### config.mk
export PLATFORM = sky130hd
export DESIGN_NAME = hcb_ctrl
export DESIGN_NICKNAME = d
export VERILOG_FILES = /design/src/hcb_pkg.sv /design/src/hcb_ctrl.sv
export SDC_FILE = /design/constraint.sdc
export NUM_CORES = 1
export LEC_CHECK = 0
export BUFFER_PORTS_ARGS = -buffer_cell sky130_fd_sc_hd__buf_2
export CAP_MARGIN = 20
export CORE_AREA = 5 5 48 50
export DETAILED_ROUTE_END_ITERATION = 6
export DIE_AREA = 0 0 53 55
export PLACE_DENSITY = 0.82
export SYNTH_ARGS = -nofsm -noshare
export SYNTH_HDL_FRONTEND = slang
export SYNTH_SLANG_ARGS = --single-unit
### constraint.sdc
create_clock -name clk -period 2 [get_ports clk]
set_clock_uncertainty 0.2 [all_clocks]
set_input_delay 0.1 -clock clk [delete_from_list [all_inputs] [get_ports clk]]
set_output_delay 0.1 -clock clk [all_outputs]
set_load 0.1 [all_outputs]
### src/hcb_pkg.sv
// Shared types and constants for the Huffman code builder.
package hcb_pkg;

	typedef enum logic [1:0] {
		OP_CLEAR  = 2'd0,
		OP_LOAD   = 2'd1,
		OP_BUILD  = 2'd2,
		OP_LOOKUP = 2'd3
	} op_t;

	localparam logic [1:0] ST_OK       = 2'd0;
	localparam logic [1:0] ST_OVERLONG = 2'd1;
	localparam logic [1:0] ST_ORDER    = 2'd2;

	localparam int SYM_BITS  = 8;
	localparam int SYM_COUNT = 256;
	localparam int CNT_BITS  = 9;
	localparam int FREQ_W    = 32;
	localparam int LEN_BITS  = 6;
	localparam int CODE_W    = 48;

	typedef struct packed {
		logic [1:0]          op;
		logic [SYM_BITS-1:0] symbol;
		logic [FREQ_W-1:0]   frequency;
	} in_item_t;

	typedef struct packed {
		logic [1:0]          status;
		logic [CNT_BITS-1:0] leaf_count;
		logic                present;
		logic [LEN_BITS-1:0] code_length;
		logic [CODE_W-1:0]   code_bits;
	} out_item_t;

	// Controller commands to the datapath.
	typedef struct packed {
		logic load_leaf;
		logic clear;
		logic merge_step;
		logic merge_init;
		logic walk_init;
		logic walk_rd;
		logic walk_wr;
		logic emit_rd;
		logic emit_wr;
		logic single;
		logic look_rd;
		logic build_clr;
	} hcb_cmd_t;

	typedef struct packed {
		logic merge_done;
		logic walk_done;
		logic emit_done;
		logic few_leaves;
	} hcb_stat_t;

endpackage

### src/hcb_ctrl.sv
// Controller state machine: sequences load, build, walk, code emit and lookup.
module hcb_ctrl (
	input  logic               clk,
	input  logic               arst_n,
	input  logic               in_valid,
	output logic               in_ready,
	input  logic [1:0]         in_op,
	output logic               out_valid,
	input  logic               out_ready,
	output logic               cap,
	input  hcb_pkg::hcb_stat_t stat,
	output hcb_pkg::hcb_cmd_t  cmd
);
	typedef enum logic [10:0] {
		S_IDLE  = 11'b00000000001,
		S_MINIT = 11'b00000000010,
		S_MWAIT = 11'b00000000100,
		S_MSTEP = 11'b00000001000,
		S_WRD   = 11'b00000010000,
		S_WPAR  = 11'b00000100000,
		S_WWR   = 11'b00001000000,
		S_ERD   = 11'b00010000000,
		S_EWR   = 11'b00100000000,
		S_RES   = 11'b01000000000,
		S_LOOK  = 11'b10000000000
	} state_t;

	state_t state_q, state_d;
	logic   single_q;
	logic   busy;
	logic   accept;

	assign busy     = state_q != S_IDLE;
	assign in_ready = !busy && !out_valid;
	assign accept   = in_valid && in_ready;

	always_comb begin
		state_d = state_q;
		cmd     = '0;
		cap     = 1'b0;
		cmd.single = single_q;
		unique case (state_q)
			S_IDLE: begin
				if (accept) begin
					unique case (hcb_pkg::op_t'(in_op))
						hcb_pkg::OP_CLEAR: cmd.clear = 1'b1;
						hcb_pkg::OP_LOAD:  cmd.load_leaf = 1'b1;
						hcb_pkg::OP_BUILD: begin
							cmd.build_clr  = 1'b1;
							cmd.merge_init = 1'b1;
							state_d = S_MINIT;
						end
						hcb_pkg::OP_LOOKUP: begin
							cmd.look_rd = 1'b1;
							state_d = S_LOOK;
						end
						default: ;
					endcase
				end
			end
			S_MINIT: state_d = stat.few_leaves ? S_ERD : S_MWAIT;
			S_MWAIT: state_d = S_MSTEP;
			S_MSTEP: begin
				cmd.merge_step = 1'b1;
				state_d = stat.merge_done ? S_WRD : S_MWAIT;
				if (stat.merge_done) cmd.walk_init = 1'b1;
			end
			S_WRD:  state_d = S_WPAR;
			S_WPAR: begin
				cmd.walk_rd = 1'b1;
				state_d = S_WWR;
			end
			S_WWR: begin
				cmd.walk_wr = 1'b1;
				state_d = stat.walk_done ? S_ERD : S_WRD;
				if (stat.walk_done) cmd.merge_init = 1'b1;
			end
			S_ERD: begin
				cmd.emit_rd = 1'b1;
				state_d = S_EWR;
			end
			S_EWR: begin
				cmd.emit_wr = 1'b1;
				state_d = stat.emit_done ? S_RES : S_ERD;
			end
			S_RES:  begin
				cap = 1'b1;
				state_d = S_IDLE;
			end
			S_LOOK: begin
				cap = 1'b1;
				state_d = S_IDLE;
			end
			default: state_d = S_IDLE;
		endcase
	end

	always_ff @(posedge clk or negedge arst_n) begin
		if (!arst_n) begin
			state_q   <= S_IDLE;
			out_valid <= 1'b0;
			single_q  <= 1'b0;
		end else begin
			state_q <= state_d;
			if (state_q == S_MINIT) single_q <= stat.few_leaves;
			if (cap) out_valid <= 1'b1;
			else if (out_valid && out_ready) out_valid <= 1'b0;
		end
	end
endmodule

Word-level counts from Yosys, hierarchy flattened
Index checks and enable logic that the tools add are counted.

cells by class
  eq/ne operators = 17
  mux-type cells = 28
  reduce and logical (&&, ||, !) cells = 9

operators with widths
  cell                    number
  $pmux W11 S9            1
  $pmux W11 S2            1
  $mux W1                 16
  $mux W8                 2
  $eq A11 B1 Y1 const B   1
  $eq A11 B10 Y1 const B  1
  $eq A11 B11 Y1 const B  1
  $eq A11 B2 Y1 const B   1
  $eq A11 B3 Y1 const B   1
  $eq A11 B4 Y1 const B   1
  $eq A11 B5 Y1 const B   1
  $eq A11 B6 Y1 const B   1
  $eq A11 B7 Y1 const B   1
  $eq A11 B8 Y1 const B   1
  $eq A11 B9 Y1 const B   1
  $mux W11                1
  $ne A11 B1 Y1 const B   1
  $mux W10                1
  $mux W2                 4
  $mux W5                 1
  $eq A2 B2 Y1 const B    2
  $logic_and A1 B1 Y1     3
  $ne A3 B1 Y1 const B    1
  $eq A2 B1 Y1 const B    1
  other kinds (7)         8

word-level totals
  bits in registers = 13
  input port bits = 10
  output and inout port bits = 15
  word-level logic and storage cells = 57

Logic depth before layout (Yosys ltp)
  depth after elaboration = 6
  mapped depth = 5

Worst setup path before layout
No wires, ideal clock.

  kind = register to output
  start point = reg state_q[6]
  end point = out cmd[10] (netlist bit)
  arrival = 4.098 ns
  required time = 1.700 ns
  path slack = -2.398 ns
  stages on the path, launching flop included = 6
  cells stage by stage = dfrtp_1 -> nor3_1 -> nand3_1 -> or2_2 -> buf_6 -> nor4_1

RTL lines
  item                      RTL line         RTL
  start: declaration        hcb_ctrl.sv:28   state_t state_q, state_d;
  start signal: assignment  hcb_ctrl.sv:104  state_q <= state_d;
  end: declaration          hcb_ctrl.sv:12   output hcb_pkg::hcb_cmd_t cmd

==> run_results.csv <==
group,metric,value,unit
setup_path,path_cells,"buf_4 > nand3b_1 > or2_4 > nor4_4 > buf_12",
routing,drt-total-wl,2.819,mm
clock_network,cts_buffers,3,
logic_synthesis,syn_area,788.3,um^2
routing,via_count,847,
timing,post-route-period-util,1.114,
cells_and_area,fin_nets,144,
logic_synthesis,yosysUniqueCellTypes,36,
floorplanning,die_area,2915,um^2
place,hpwl,1.662,mm
pwr,p_per_area,865.9,nW/um^2
setup_path,worst_setup_path_start_kind,"register",
floorplanning,ios,25,
cells_and_area,stdcell_count,160,
cells_and_area,finish.instance_area,1535,um^2
place,place.gp.congestion,0.8508,
cells_and_area,diodes,0,
logic_synthesis,synth_cells,81,
grt,grt_max_degree,14,
pwr,p_leak,0.6972,nW
logic_synthesis,synth-seq-cells,13,
grt,grt_overflow,0,
place,portBuffers,24,
clock_network,cts_tree,"done",
cells_and_area,postLayoutCoreUtil,0.8246,
setup_path,cpMaxStageDelayCell,"dfrtp_1",
floorplanning,core_area,1862,um^2
clock_network,htree_num_levels,1,
clock_network,clk_pin_slew_worst_paths,90,ps
clock_network,clockRootBuffer,"clkbuf_4",
setup_path,cp.required,1700,ps
grt,grtUsageTotal,0.2079,
logic_synthesis,yosysSeqAreaShare,0.4143,
cells_and_area,num-fill-cells,93,
logic_synthesis,ys_warn_count,0,
pwr,ir_drop,842.1,uV
setup_path,path_class,"register to output port",
timing,fmax,448.9,MHz
setup_path,crit_path_max_incr_delay,430,ps
status,status,"finished, violations left",
setup_path,endpoint_kind,"output port",
routing,drcViolationCount,0,
place,place_inst,136,
grt,grt_pass1_wl,4.188,mm
floorplanning,num_rows,16,
worst_hold_path,hold_class,"primary input to async pin",
routing,wl_per_cell,17.62,um
setup_path,worstPathMaxFanout,7,
run,cap_violations,0,
place,postPlaceCellArea,1285,um^2
floorplanning,die_w,53,um
status,violations,"setup timing",
timing,layout_setup_ws,-227.9,ps
setup_path,path_buf_inv,2,
timing,drv_slew,0,
routing,viasPerCell,5.294,
routing,dr.pass1.iters,4,
timing,setup_viol,12,
timing,slew_headroom,0.6690,
routing,ant_nets,0,
routing,drtIter0Drc,10,
clock_network,clock_sinks,13,
pwr,p_total,0.001329,W
logic_synthesis,syn_nets,91,
cells_and_area,mostFrequentLayoutCells,"buf_4, buf_12, buf_2, dfrtp_1, dlygate4sd3_1",
clock_network,clockBufferDepth,2,
logic_synthesis,synth_area_per_cell,9.732,um^2
floorplanning,start_util,0.4234,
setup_path,crit_arrival,1930,ps
place,pre_cts_slack,-24.81,ps
timing,fin_crit,2228,ps
setup_path,crit_family,"simple AND/OR/NAND/NOR gates",
timing,rsz0062_at_grt,"true",
cells_and_area,drive_gt1_frac,0.5940,
clock_network,worstSkewPairLatency,300,ps
timing,hold_viol_final,0,
grt,grt_pass1_vias,869,
cells_and_area,syn_to_final_growth,94.76,%
timing,worst_pin_slew,500.0,ps
floorplanning,die_h,55,um
cells_and_area,final_common_cell,"buf_4",
grt,antenna_found_initial,0,
-- worst paths after layout --
| path | start | end | slack (ps) | cells past startpoint |
|---|---|---|---|---|
| max | state_q[1]$_DFFE_PN0P_ | cmd[10] | -230 | 5 |
| min | arst_n | state_q[5]$_DFFE_PN0P_ | 20 | 2 |
| max reg2reg | state_q[1]$_DFFE_PN0P_ | state_q[7]$_DFFE_PN0P_ | 70 | 5 |
| min reg2reg | single_q$_DFFE_PN0N_ | single_q$_DFFE_PN0N_ | 340 | 1 |
| max in group asynchronous | arst_n | state_q[0]$_DFFE_PN1P_ | 1300 | 2 |
| min in group clk | in_valid | state_q[0]$_DFFE_PN1P_ | 50 | 4 |
-- cell type report --
cell class | instances | area [um^2] | area share
clock buffer | 4 | 26.28 | 0.01711
inverter | 6 | 30.03 | 0.01956
multi-input combinational | 60 | 573.1 | 0.3733
sequential | 13 | 332.8 | 0.2168
tap | 27 | 33.78 | 0.02200
timing repair buffer | 50 | 539.3 | 0.3513
-- routing by layer --
metal  vias to the layer above  global-route usage  routed length (um)
met5                         -                   0                   0
li1                        397                   -                   -
met1                       413              0.2097                1037
met2                        28              0.3926                1546
met3                         9             0.06434                 142
met4                         0             0.09362                  93
-- through the flow --
stage	TNS (ps)	hold WS [ps]
6_report	-1740	17.00
5_1_grt	-2548	39.53
4_1_cts	-975.3	36.10
3_5_place_dp	-24.81	-197.3
3_3_place_gp	0	-194.5
2_1_floorplan	-2945	-395.6
-- registers in the layout, summed over array words and instances (netlist names) --
register / flops
single_q: 1
state_q: 11
out_valid: 1
-- worst register-to-register path, delay by kind of cell (launching register included) --
family	cells	cell delay [ps]
AOI/OAI and AO/OA	1	140
buffers and inverters	1	170
DFF	1	430
and+or+nand+nor	3	920
-- kinds of logic after synthesis --
kind of cell	Yosys count	share of synthesized area
AND/OR/NAND/NOR	45	0.3778
flip-flops	13	0.4143
AO/OA/AOI/OAI	11	0.1079
buffers and inverters	8	0.05238
XOR/XNOR	3	0.03334
multiplexers	1	0.01428
-- synth_stat cells --
| library cell | count | area [um^2] |
|---|---|---|
| or3_1 | 1 | 6.260 |
| nor3_1 | 4 | 20.02 |
| nand2_2 | 1 | 6.260 |
| nor3b_1 | 4 | 30.03 |
| inv_2 | 1 | 3.750 |
| o31ai_1 | 1 | 7.510 |
| or2_2 | 4 | 25.02 |
| and2_1 | 2 | 12.51 |
| nor2b_1 | 2 | 12.51 |
| and4bb_2 | 2 | 25.02 |
| a21o_1 | 1 | 7.510 |
| o2bb2ai_1 | 1 | 8.760 |
| nor4_4 | 1 | 21.27 |
| or4_4 | 1 | 11.26 |
| nand3b_1 | 2 | 15.01 |
| o21ai_0 | 2 | 10.01 |
| a31oi_1 | 1 | 6.260 |
| o221ai_2 | 1 | 15.01 |
| nand3_1 | 1 | 5.000 |
| nor4b_2 | 1 | 15.01 |
| xor2_1 | 3 | 26.28 |
| buf_4 | 1 | 7.510 |
| nand2b_1 | 3 | 18.77 |
| a22o_1 | 1 | 8.760 |
| buf_6 | 1 | 11.26 |
| o211ai_1 | 1 | 7.510 |
| a21oi_1 | 1 | 5.000 |
| o32ai_1 | 1 | 8.760 |
| dfstp_2 | 1 | 26.28 |
| dfrtp_1 | 12 | 300.3 |
| nor4_1 | 3 | 18.77 |
| and4_2 | 1 | 10.01 |
| nor2_1 | 8 | 30.03 |
| inv_1 | 5 | 18.77 |
| mux2_2 | 1 | 11.26 |
| nand2_1 | 4 | 15.01 |
-- report_power, final --
part           switching (W)  internal, W
sequential         0.0000344     0.000300
combinational       0.000512     0.000301
clock               0.000104    0.0000779
total               0.000650     0.000679
-- what timing repair did --
action	in CTS	in global routing
resized for setup	11	4
setup buffers	7	6
pin swaps	11	5
hold endpoints to repair	20	0
endpoints found under the setup margin	12	13
gates cloned	0	0
hold buffers	7	0
No activity file was read; power rests on OpenSTA's default activity.
